### src/sct_pkg.sv
// Shared types and constants for the speech chip register and timing block.
package sct_pkg;

  // Stream widths
  localparam int InDataW  = 32;  // addr(3) + data(8) + ticks(16), padded to bytes
  localparam int InUserW  = 2;   // func
  localparam int OutDataW = 16;  // read(8) + req + sounding + down, padded

  localparam int AddrW = 3;
  localparam int ByteW = 8;
  localparam int TickW = 16;
  localparam int CntW  = 19;
  localparam int FrameShift = 12;  // 4096 counter ticks per frame unit

  // Event codes carried on tuser
  localparam logic [1:0] FUNC_WRITE = 2'd0;
  localparam logic [1:0] FUNC_READ  = 2'd1;
  localparam logic [1:0] FUNC_TICK  = 2'd2;

  // Register addresses
  localparam logic [AddrW-1:0] REG_DUR_PHON = 3'd0;
  localparam logic [AddrW-1:0] REG_RATE     = 3'd2;
  localparam logic [AddrW-1:0] REG_CTL      = 3'd3;

  // Latched request modes
  localparam logic [1:0] MODE_OFF   = 2'd0;
  localparam logic [1:0] MODE_FRAME = 2'd1;

  // Status byte when a request is pending
  localparam logic [ByteW-1:0] READ_REQ = 8'h80;

  typedef struct packed {
    logic [1:0]       func;
    logic [AddrW-1:0] addr;
    logic [ByteW-1:0] wdata;
    logic [TickW-1:0] ticks;
  } sct_item_t;

  typedef struct packed {
    logic [ByteW-1:0] read_data;
    logic             request;
    logic             sounding;
    logic             down;
  } sct_result_t;

endpackage

### src/sct_in_stage.sv
// Input register: captures one beat from the slave stream and unpacks it.
module sct_in_stage (
  input  logic                       clk_i,
  input  logic                       rst_ni,
  input  logic                       s_axis_tvalid,
  output logic                       s_axis_tready,
  input  logic [sct_pkg::InDataW-1:0] s_axis_tdata,  // addr[2:0], data[10:3], ticks[26:11]
  input  logic [sct_pkg::InUserW-1:0] s_axis_tuser,  // func[1:0]
  input  logic                       advance_i,
  output logic                       valid_o,
  output sct_pkg::sct_item_t         item_o
);
  import sct_pkg::*;

  logic      valid_q, valid_d;
  sct_item_t item_q, item_d;
  logic      take;

  // Room when empty or when the held beat moves on this cycle
  assign s_axis_tready = !valid_q || advance_i;
  assign take          = s_axis_tvalid && s_axis_tready;

  always_comb begin
    item_d.func  = s_axis_tuser;
    item_d.addr  = s_axis_tdata[2:0];
    item_d.wdata = s_axis_tdata[10:3];
    item_d.ticks = s_axis_tdata[26:11];
    valid_d      = take || (valid_q && !advance_i);
  end

  always_ff @(posedge clk_i or negedge rst_ni) begin
    if (!rst_ni) begin
      valid_q <= 1'b0;
    end else begin
      valid_q <= valid_d;
    end
  end

  // Payload, no reset
  always_ff @(posedge clk_i) begin
    if (take) begin
      item_q <= item_d;
    end
  end

  assign valid_o = valid_q;
  assign item_o  = item_q;

endmodule

### src/sct_core.sv
// Register file, mode latch and phoneme countdown; one event per cycle while advanced.
module sct_core (
  input  logic                clk_i,
  input  logic                rst_ni,
  input  logic                advance_i,
  input  sct_pkg::sct_item_t  item_i,
  output sct_pkg::sct_result_t result_o
);
  import sct_pkg::*;

  // Only the register bits that affect behavior are kept: duration, rate, control
  logic [1:0]      dur_q, dur_d;
  logic [3:0]      rate_q, rate_d;
  logic            down_q, down_d;
  logic [1:0]      mode_q, mode_d;
  logic            req_q, req_d;
  logic            sound_q, sound_d;
  logic [CntW-1:0] cnt_q, cnt_d;

  logic [4:0]      rate_span;
  logic [2:0]      dur_span;
  logic [6:0]      units;
  logic [CntW-1:0] load_cnt;
  logic [CntW-1:0] ticks_ext;
  logic [ByteW-1:0] rd;

  // Countdown length for a phoneme started with the new duration bits (frame mode uses the rate alone)
  always_comb begin
    rate_span = 5'd16 - {1'b0, rate_q};
    dur_span  = 3'd4 - {1'b0, item_i.wdata[7:6]};
    if (mode_q == MODE_FRAME) begin
      units = 7'(rate_span);
    end else begin
      units = 7'(rate_span) * 7'(dur_span);
    end
    load_cnt  = {units, {FrameShift{1'b0}}};
    ticks_ext = CntW'(item_i.ticks);
  end

  // Next state for the event in the input register
  always_comb begin
    dur_d   = dur_q;
    rate_d  = rate_q;
    down_d  = down_q;
    mode_d  = mode_q;
    req_d   = req_q;
    sound_d = sound_q;
    cnt_d   = cnt_q;
    rd      = '0;
    unique case (item_i.func)
      FUNC_WRITE: begin
        unique case (item_i.addr)
          REG_DUR_PHON: begin
            dur_d = item_i.wdata[7:6];
            if (!down_q) begin
              cnt_d   = load_cnt;
              sound_d = (load_cnt != '0);
              req_d   = 1'b0;
            end
          end
          REG_RATE: begin
            rate_d = item_i.wdata[7:4];
          end
          REG_CTL: begin
            down_d = item_i.wdata[7];
            // Leaving power-down latches the mode; either edge clears timing
            if (down_q && !item_i.wdata[7]) begin
              mode_d = dur_q;
            end
            if (down_q != item_i.wdata[7]) begin
              req_d   = 1'b0;
              sound_d = 1'b0;
              cnt_d   = '0;
            end
          end
          default: begin
            // inflection and filter bytes are not observable
          end
        endcase
      end
      FUNC_READ: begin
        rd = req_q ? READ_REQ : '0;
      end
      FUNC_TICK: begin
        if (sound_q && !down_q) begin
          if (ticks_ext >= cnt_q) begin
            cnt_d   = '0;
            sound_d = 1'b0;
            if (mode_q != MODE_OFF) begin
              req_d = 1'b1;
            end
          end else begin
            cnt_d = cnt_q - ticks_ext;
          end
        end
      end
      default: begin
        // unused event code: report flags only
      end
    endcase
  end

  always_ff @(posedge clk_i or negedge rst_ni) begin
    if (!rst_ni) begin
      dur_q   <= '0;
      rate_q  <= '0;
      down_q  <= 1'b1;
      mode_q  <= MODE_OFF;
      req_q   <= 1'b0;
      sound_q <= 1'b0;
      cnt_q   <= '0;
    end else if (advance_i) begin
      dur_q   <= dur_d;
      rate_q  <= rate_d;
      down_q  <= down_d;
      mode_q  <= mode_d;
      req_q   <= req_d;
      sound_q <= sound_d;
      cnt_q   <= cnt_d;
    end
  end

  // Flags as they stand after the event
  always_comb begin
    result_o.read_data = rd;
    result_o.request   = req_d;
    result_o.sounding  = sound_d;
    result_o.down      = down_d;
  end

endmodule

### src/sct_out_stage.sv
// Result register: holds one result beat for the master stream.
module sct_out_stage (
  input  logic                        clk_i,
  input  logic                        rst_ni,
  input  logic                        load_valid_i,
  input  sct_pkg::sct_result_t        result_i,
  output logic                        free_o,
  output logic                        m_axis_tvalid,
  input  logic                        m_axis_tready,
  output logic [sct_pkg::OutDataW-1:0] m_axis_tdata  // read[7:0], req[8], sounding[9], down[10]
);
  import sct_pkg::*;

  logic        valid_q, valid_d;
  logic        load;
  sct_result_t res_q;

  assign free_o = !valid_q || m_axis_tready;
  assign load   = load_valid_i && free_o;

  always_comb begin
    valid_d = load || (valid_q && !m_axis_tready);
  end

  always_ff @(posedge clk_i or negedge rst_ni) begin
    if (!rst_ni) begin
      valid_q <= 1'b0;
    end else begin
      valid_q <= valid_d;
    end
  end

  always_ff @(posedge clk_i) begin
    if (load) begin
      res_q <= result_i;
    end
  end

  assign m_axis_tvalid = valid_q;
  assign m_axis_tdata  = {5'b0, res_q.down, res_q.sounding, res_q.request, res_q.read_data};

endmodule

### src/speech_chip_register_timing.sv
// Each beat passes the input register, then the core, then the result register.
// One beat per cycle unless the master stalls; write, read and tick each finish in one pass.
// The phoneme countdown is one 19-bit compare and subtract per tick beat.
// Reset (rst_ni low, asynchronous): control bit set (powered down), mode off,
// request, sounding and countdown cleared, both stream stages empty.
module speech_chip_register_timing (
  input  logic                        clk_i,
  input  logic                        rst_ni,
  input  logic                        s_axis_tvalid,
  output logic                        s_axis_tready,
  input  logic [sct_pkg::InDataW-1:0]  s_axis_tdata,  // addr[2:0], data[10:3], ticks[26:11]
  input  logic [sct_pkg::InUserW-1:0]  s_axis_tuser,  // func[1:0]
  output logic                        m_axis_tvalid,
  input  logic                        m_axis_tready,
  output logic [sct_pkg::OutDataW-1:0] m_axis_tdata  // read[7:0], req[8], sounding[9], down[10]
);
  import sct_pkg::*;

  logic        item_valid;
  sct_item_t   item;
  sct_result_t result;
  logic        out_free;
  logic        advance;

  assign advance = item_valid && out_free;

  sct_in_stage u_in (
    .clk_i         (clk_i),
    .rst_ni        (rst_ni),
    .s_axis_tvalid (s_axis_tvalid),
    .s_axis_tready (s_axis_tready),
    .s_axis_tdata  (s_axis_tdata),
    .s_axis_tuser  (s_axis_tuser),
    .advance_i     (advance),
    .valid_o       (item_valid),
    .item_o        (item)
  );

  sct_core u_core (
    .clk_i     (clk_i),
    .rst_ni    (rst_ni),
    .advance_i (advance),
    .item_i    (item),
    .result_o  (result)
  );

  sct_out_stage u_out (
    .clk_i         (clk_i),
    .rst_ni        (rst_ni),
    .load_valid_i  (item_valid),
    .result_i      (result),
    .free_o        (out_free),
    .m_axis_tvalid (m_axis_tvalid),
    .m_axis_tready (m_axis_tready),
    .m_axis_tdata  (m_axis_tdata)
  );

endmodule

### config.mk
export PLATFORM = sky130hd
export DESIGN_NAME = speech_chip_register_timing
export DESIGN_NICKNAME = d
export VERILOG_FILES = /design/src/sct_pkg.sv /design/src/sct_in_stage.sv /design/src/sct_core.sv /design/src/sct_out_stage.sv /design/src/speech_chip_register_timing.sv
export SDC_FILE = /design/constraint.sdc
export NUM_CORES = 1
export LEC_CHECK = 0
export BUFFER_PORTS_ARGS = -buffer_cell sky130_fd_sc_hd__buf_2
export CAP_MARGIN = 10
export CORE_MARGIN = 4
export CORE_UTILIZATION = 53
export CTS_CLUSTER_SIZE = 20
export DETAILED_ROUTE_END_ITERATION = 6
export PLACE_DENSITY = 0.77
export SYNTH_ARGS = -nofsm -noshare
export SYNTH_HDL_FRONTEND = slang
export SYNTH_SLANG_ARGS = --single-unit
### constraint.sdc
create_clock -name clk_i -period 3.3 [get_ports clk_i]
set_input_delay 0.66 -clock clk_i [delete_from_list [all_inputs] [get_ports clk_i]]
set_output_delay 0.66 -clock clk_i [all_outputs]
set_load 0.02 [all_outputs]
### Word level (Yosys, flattened, before mapping)

Cells that the tools add are included.

| word-level totals | value |
|---|---|
| flip-flop bits (word level) | 72 |
| bits of input ports | 38 |
| logic and storage cells | 80 |

| operators by class | value |
|---|---|
| $add $sub $neg | 3 |
| multiply operators | 1 |
| magnitude comparators | 1 |
| eq/ne operators | 10 |
| muxes and demuxes | 23 |
| reductions and logical operators | 25 |

Operators with widths:

| cell | number |
|---|---|
| $mux 19 | 4 |
| $pmux 19 s2 | 2 |
| $ge 16x19->1 | 1 |
| $reduce_bool 19->1 | 1 |
| $sub 19x16->19 | 1 |
| $mux 1 | 11 |
| $mux 8 | 1 |
| $pmux 1 s2 | 4 |
| $mul 5x3->7 | 1 |
| $mux 7 | 1 |
| $eq 3x2->1 const B | 2 |
| $logic_and 1x1->1 | 6 |
| $logic_not 1->1 | 6 |
| $ne 3x2->1 const B | 2 |
| $reduce_and 3->1 | 2 |
| $reduce_and 6->1 | 1 |
| $sub 5x4->5 const A | 1 |
| $eq 2x1->1 const B | 2 |
| $logic_or 1x1->1 | 4 |
| $reduce_and 4->1 | 1 |
| $reduce_bool 2->1 | 2 |
| $logic_not 3->1 | 1 |
| $ne 3x3->1 const B | 1 |
| $sub 3x2->3 const A | 1 |
| 4 further kinds | 4 |

### Longest topological paths before layout

| logic depth | value |
|---|---|
| word-level depth | 7 |
| gate-level depth with buffers | 14 |
| gate-level depth less buffers | 14 |

### Hierarchy

From an unflattened synthesis, not the netlist that was laid out.

| second synthesis, totals | value |
|---|---|
| cells, all modules | 408 |
| area, all modules | 4235.3 um^2 |

By module, submodules not included:

| module | instances | cells each | area each (um^2) | sequential area each (um^2) |
|---|---|---|---|---|
| sct_core | 1 | 353 | 2879.0 | 752.0 |
| sct_in_stage | 1 | 33 | 924.6 | 895.9 |
| sct_out_stage | 1 | 21 | 425.4 | 355.3 |
| speech_chip_register_timing | 1 | 1 | 6.3 | 0.0 |

### Least setup slack after synthesis

OpenSTA, ideal clock, no wires.

| timing path | value |
|---|---|
| path kind | register to register |
| start point | register u_core.rate_q[0] |
| end point | register u_out.res_q (netlist bit u_out.m_axis_tdata[9]), data pin |
| library setup time | 0.255 ns |
| arrival time | 3.185 ns |
| slack | -0.139 ns |
| cell stages (with the launch flop) | 15 |
| path buffers | 0 |
| cells stage by stage | dfrtp_1 -> inv_1 -> ha_1 -> xnor2_1 -> nand2_1 -> fa_1 -> inv_1 -> ha_1 -> fa_1 -> a21o_1 -> a21oi_1 -> xnor3_1 -> nor2_1 -> o311ai_1 -> a21bo_2 |

| on the way | value |
|---|---|
| word-level cells in the longest chain between the ends | 7 |

Ends and longest elaborated chain:

| item | line | source |
|---|---|---|
| start: declaration | sct_core.sv:13 | `logic [3:0] rate_q, rate_d;` |
| start signal: assignment | sct_core.sv:114 | `rate_q <= rate_d;` |
| $sub 5x4->5 * | sct_core.sv:29 | `rate_span = 5'd16 - {1'b0, rate_q};` |
| $mul 5x3->7 | sct_core.sv:34 | `units = 7'(rate_span) * 7'(dur_span);` |
| $mux 7 * | sct_core.sv:31 | `if (mode_q == MODE_FRAME) begin` |
| $reduce_bool 19->1 * | sct_core.sv:57 | `sound_d = (load_cnt != '0);` |
| $mux 1 * | sct_core.sv:55 | `if (!down_q) begin` |
| $pmux 1 s2 * | sct_core.sv:52 | `unique case (item_i.addr)` |
| $pmux 1 s2 * | sct_core.sv:50 | `unique case (item_i.func)` |
| via u_core.sound_d | sct_core.sv:17 | `logic sound_q, sound_d;` |
| end signal: assignment | sct_out_stage.sv:35 | `res_q <= result_i;` |
| end: declaration | sct_out_stage.sv:16 | `sct_result_t res_q;` |

Mark *: on every way through the listed nets, which the timed path passes. The rest lies on a longest branch.
A chain may end at the register's enable or synchronous reset.

### Final worst setup path

Ends and elaborated chain as after synthesis.

==> out/metrics.csv <==
stage,metric,value,unit
pwr,pwr dens,691,nW/µm²
layout,multi-input logic area,2210,µm²
clocking,CTS Buf Count,9,
floorplanning,area of the core,7330,µm²
clocking,clock tree buffer depth,2,
floorplanning,# IOs,56,
timing,setup TNS,-0.0539,ns
logic_synthesis,Yosys Warn Count,0,
logic_synthesis,synthesized cell area,4040,µm²
clocking,H-tree levels,3,
clocking,Clock transition at path regs,0.07,ns
logic_synthesis,number of synthesized flops with an enable pin,29,
global_route,vias in the first global route,3083,
routing,Via density,5.68,
logic_synthesis,"Seq/Total Area, Yosys",0.414,
layout,Inserted Diodes,0,
timing,Worst Max-Slew Pin Slew,0.762,ns
global_route,grt ovf,0,
floorplanning,Starting Density,0.551,
layout,"most common cell after layout, fill and taps aside",nand2_1,
routing,drt total wl,8610,µm
clocking,Root Driver,clkbuf_8,
layout,Sequential Area,1670,µm²
setup_path,Worst setup EP type,register,
logic_synthesis,"Avg Cell Area, Syn",9.91,µm²
global_route,first-pass GRT wire length,14200,µm
timing,final worst slack,-0.0539,ns
layout,proportion of layout cells with a drive suffix above 1,0.248,
timing,skew final,0.00794,ns
timing,Fin. Hold Viols,0,
setup_path,critical path required time,3.41,ns
run_status,status,finished with violations,
place,Placer Congestion,0.854,
layout,fillers,575,
clocking,hold_buf cts,0,
routing,1st-iter DRT viols,201,
setup_path,top fanout value on the critical path,4,
floorplanning,die extent in x,95.3,µm
floorplanning,Die Height,95.3,µm
setup_path,crit path kind,reg -> reg,
global_route,antenna violations before repair,0,
timing,Rel. slew slack,0.492,
routing,via count,3285,
run,Max Cap Viol,0,
place,hpwl dp,6010,µm
global_route,largest net degree at the start of global routing,33,
timing,crit share post-route,1.02,
layout,"commonest non-fill, non-tap cells in the layout","nand2_1, buf_2, inv_1, buf_4, dfrtp_1",
worst_hold_path,type of the tightest min-delay check,in -> async,
timing,crit path time final,3.35,ns
clocking,CTS sink cnt,61,
setup_path,Worst EP arrival,3.46,ns
pwr,Leak,2.21,nW
logic_synthesis,predominant post-synthesis flop cell,dfrtp_1,
layout,final net count,542,
clocking,CTS tree,yes,
routing,Post-DRT Antenna Nets,0,
routing,Pre-antenna DRT Iters,4,
timing,final number of setup-violating endpoints,1,
layout,Post-Layout Inst Area,4800,µm²
timing,Max Slew Vio Count,0,
pwr,worst vdd ir,0.311,mV
floorplanning,row count,31,
layout,"Core Util, Final",0.655,
logic_synthesis,Synth cell types,71,
floorplanning,die area,9090,µm²
logic_synthesis,Post-synth ARST share,0.525,
layout,Synth-to-Final Area Change,18.8,%
logic_synthesis,Mapped Cells,408,
routing,drc violations,0,
global_route,gr usage total,0.202,
setup_path,CP Launch Type,register,
place,DP Area,4400,µm²
logic_synthesis,Yosys reg bits,61,
place,port bufs,34,
timing,unrepaired setup endpoints after global routing,true,
clocking,clk_lat worst skew,0.35,ns
timing,highest clock rate,298,MHz
routing,WL/cell,14.9,µm
run_status,failing checks,setup timing,
place,dpl ws,-0.171,ns
what timing repair did:
item                                   in CTS  in global routing
buffers inserted                            6                  4
pin swaps                                   8                 11
endpoints found under the hold margin       0                  0
resized for setup                           8                  8
setup endpoints to repair                   2                  3
worst max-delay path, cell delays in order (launching register included):
cell and delay, ns:
dfrtp_1 0.43, inv_2 0.08, ha_4 0.18, xnor2_4 0.16, nand2_2 0.08, fa_1 0.47, inv_1 0.04, ha_2 0.17
fa_2 0.46, nor2_2 0.13, nand3_1 0.09, o21ai_1 0.10, nand2_1 0.11, o311ai_2 0.33, a21bo_2 0.27
cells by family after synthesis:
logic type / share of synthesized area
mux: 0.0223
other cells: 0.000928
simple gates: 0.175
fa+ha+maj: 0.102
buf+inv: 0.0731
compound gates: 0.181
xor+xnor: 0.0316
flops: 0.414
worst paths after layout:
path                                                   start                               to  slack, ns  depth (start not counted)
worst min register to register   u_core.cnt_q[2]$_DFFE_PN0P_      u_core.cnt_q[2]$_DFFE_PN0P_       0.48                          2
min in group clk_i                          s_axis_tdata[10]        u_in.item_o[23]$_DFFE_PP_       0.48                          1
worst max register to register  u_core.rate_q[0]$_DFFE_PN0P_  u_out.m_axis_tdata[9]$_DFFE_PP_      -0.05                         14
max in group asynchronous                             rst_ni     u_core.cnt_q[18]$_DFFE_PN0P_       2.43                          1
worst max-delay path            u_core.rate_q[0]$_DFFE_PN0P_  u_out.m_axis_tdata[9]$_DFFE_PP_      -0.05                         14
worst min-delay path                                  rst_ni     u_core.rate_q[0]$_DFFE_PN0P_       0.38                          1
cells in the mapped netlist (2+ instances only):
library cell   n  share of area
a211o_1        2         0.0043
a21bo_2        2         0.0050
a21o_1         9          0.017
a21oi_1       24          0.030
a221o_1        2         0.0050
a31oi_1        2         0.0031
a41oi_1        3         0.0065
and2_1         8          0.012
and3_1         4         0.0062
buf_2          2         0.0025
buf_4         14          0.026
buf_6          3         0.0084
clkbuf_1       4         0.0037
dfrtp_1       31           0.19
edfxtp_1      29           0.22
fa_1           5          0.025
ha_1          25          0.077
inv_1         34          0.032
mux2_2         8          0.022
nand2_1       48          0.045
nand2b_1       6         0.0093
nand3_1       10          0.012
nand3b_1       4         0.0074
nand4_1        4         0.0062
nand4b_1       2         0.0043
nor2_1        17          0.016
nor2b_1        6         0.0093
nor3_1         6         0.0074
nor4_1         3         0.0046
nor4b_1        2         0.0043
o2111ai_1      2         0.0043
o211ai_1       4         0.0074
o21a_1         4         0.0074
o21ai_0       15          0.019
o21ai_1        2         0.0025
o22ai_1        2         0.0031
o311ai_1       2         0.0043
o31ai_1       11          0.020
o41ai_1        2         0.0043
or3_1          4         0.0062
xnor2_1        9          0.020
xor2_1         3         0.0065
sequential cells by signal, indices dropped and copies added, names as in the netlist:
name and count:
u_in.item_o 25, u_core.cnt_q 19, u_core.rate_q 4, u_out.m_axis_tdata 4, u_core.dur_q 2, u_core.mode_q 2, u_core.down_q 1, u_core.req_q 1
u_core.sound_q 1, u_in.valid_o 1, u_out.m_axis_tvalid 1
cell type report:
| type | instances | area share |
|---|---|---|
| Sequential cell | 61 | 0.348 |
| Clock buffer | 9 | 0.0258 |
| Clock inverter | 7 | 0.0258 |
| Tap cell | 99 | 0.0258 |
| Multi-Input combinational cell | 300 | 0.460 |
| Timing Repair Buffer | 67 | 0.0870 |
| Inverter | 35 | 0.0274 |
power breakdown:
group / internal (mW) / total, mW / switching [mW] / leakage (nW)
Clock: 0.505 / 0.824 / 0.319 / 0.120
Sequential: 0.943 / 1.05 / 0.111 / 0.690
Combinational: 0.682 / 1.44 / 0.760 / 1.40
stage by stage:
step,total power [mW],hold slack (ns),instances
2_1_floorplan,2.02,0.364,419
3_3_place_gp,2.28,0.462,552
4_1_cts,3.23,0.415,574
6_report,3.32,0.377,578
3_5_place_dp,2.33,0.470,552
5_1_grt,3.57,0.458,578
routing by layer:
| layer | up-vias | track usage | wire length, µm |
|---|---|---|---|
| met4 | 0 | 0.0901 | 223 |
| li1 | 1606 | - | - |
| met2 | 94 | 0.311 | 4010 |
| met3 | 20 | 0.0363 | 473 |
| met1 | 1565 | 0.279 | 3910 |
| met5 | - | 0 | 0 |
Power figures use the tool's default switching activity.
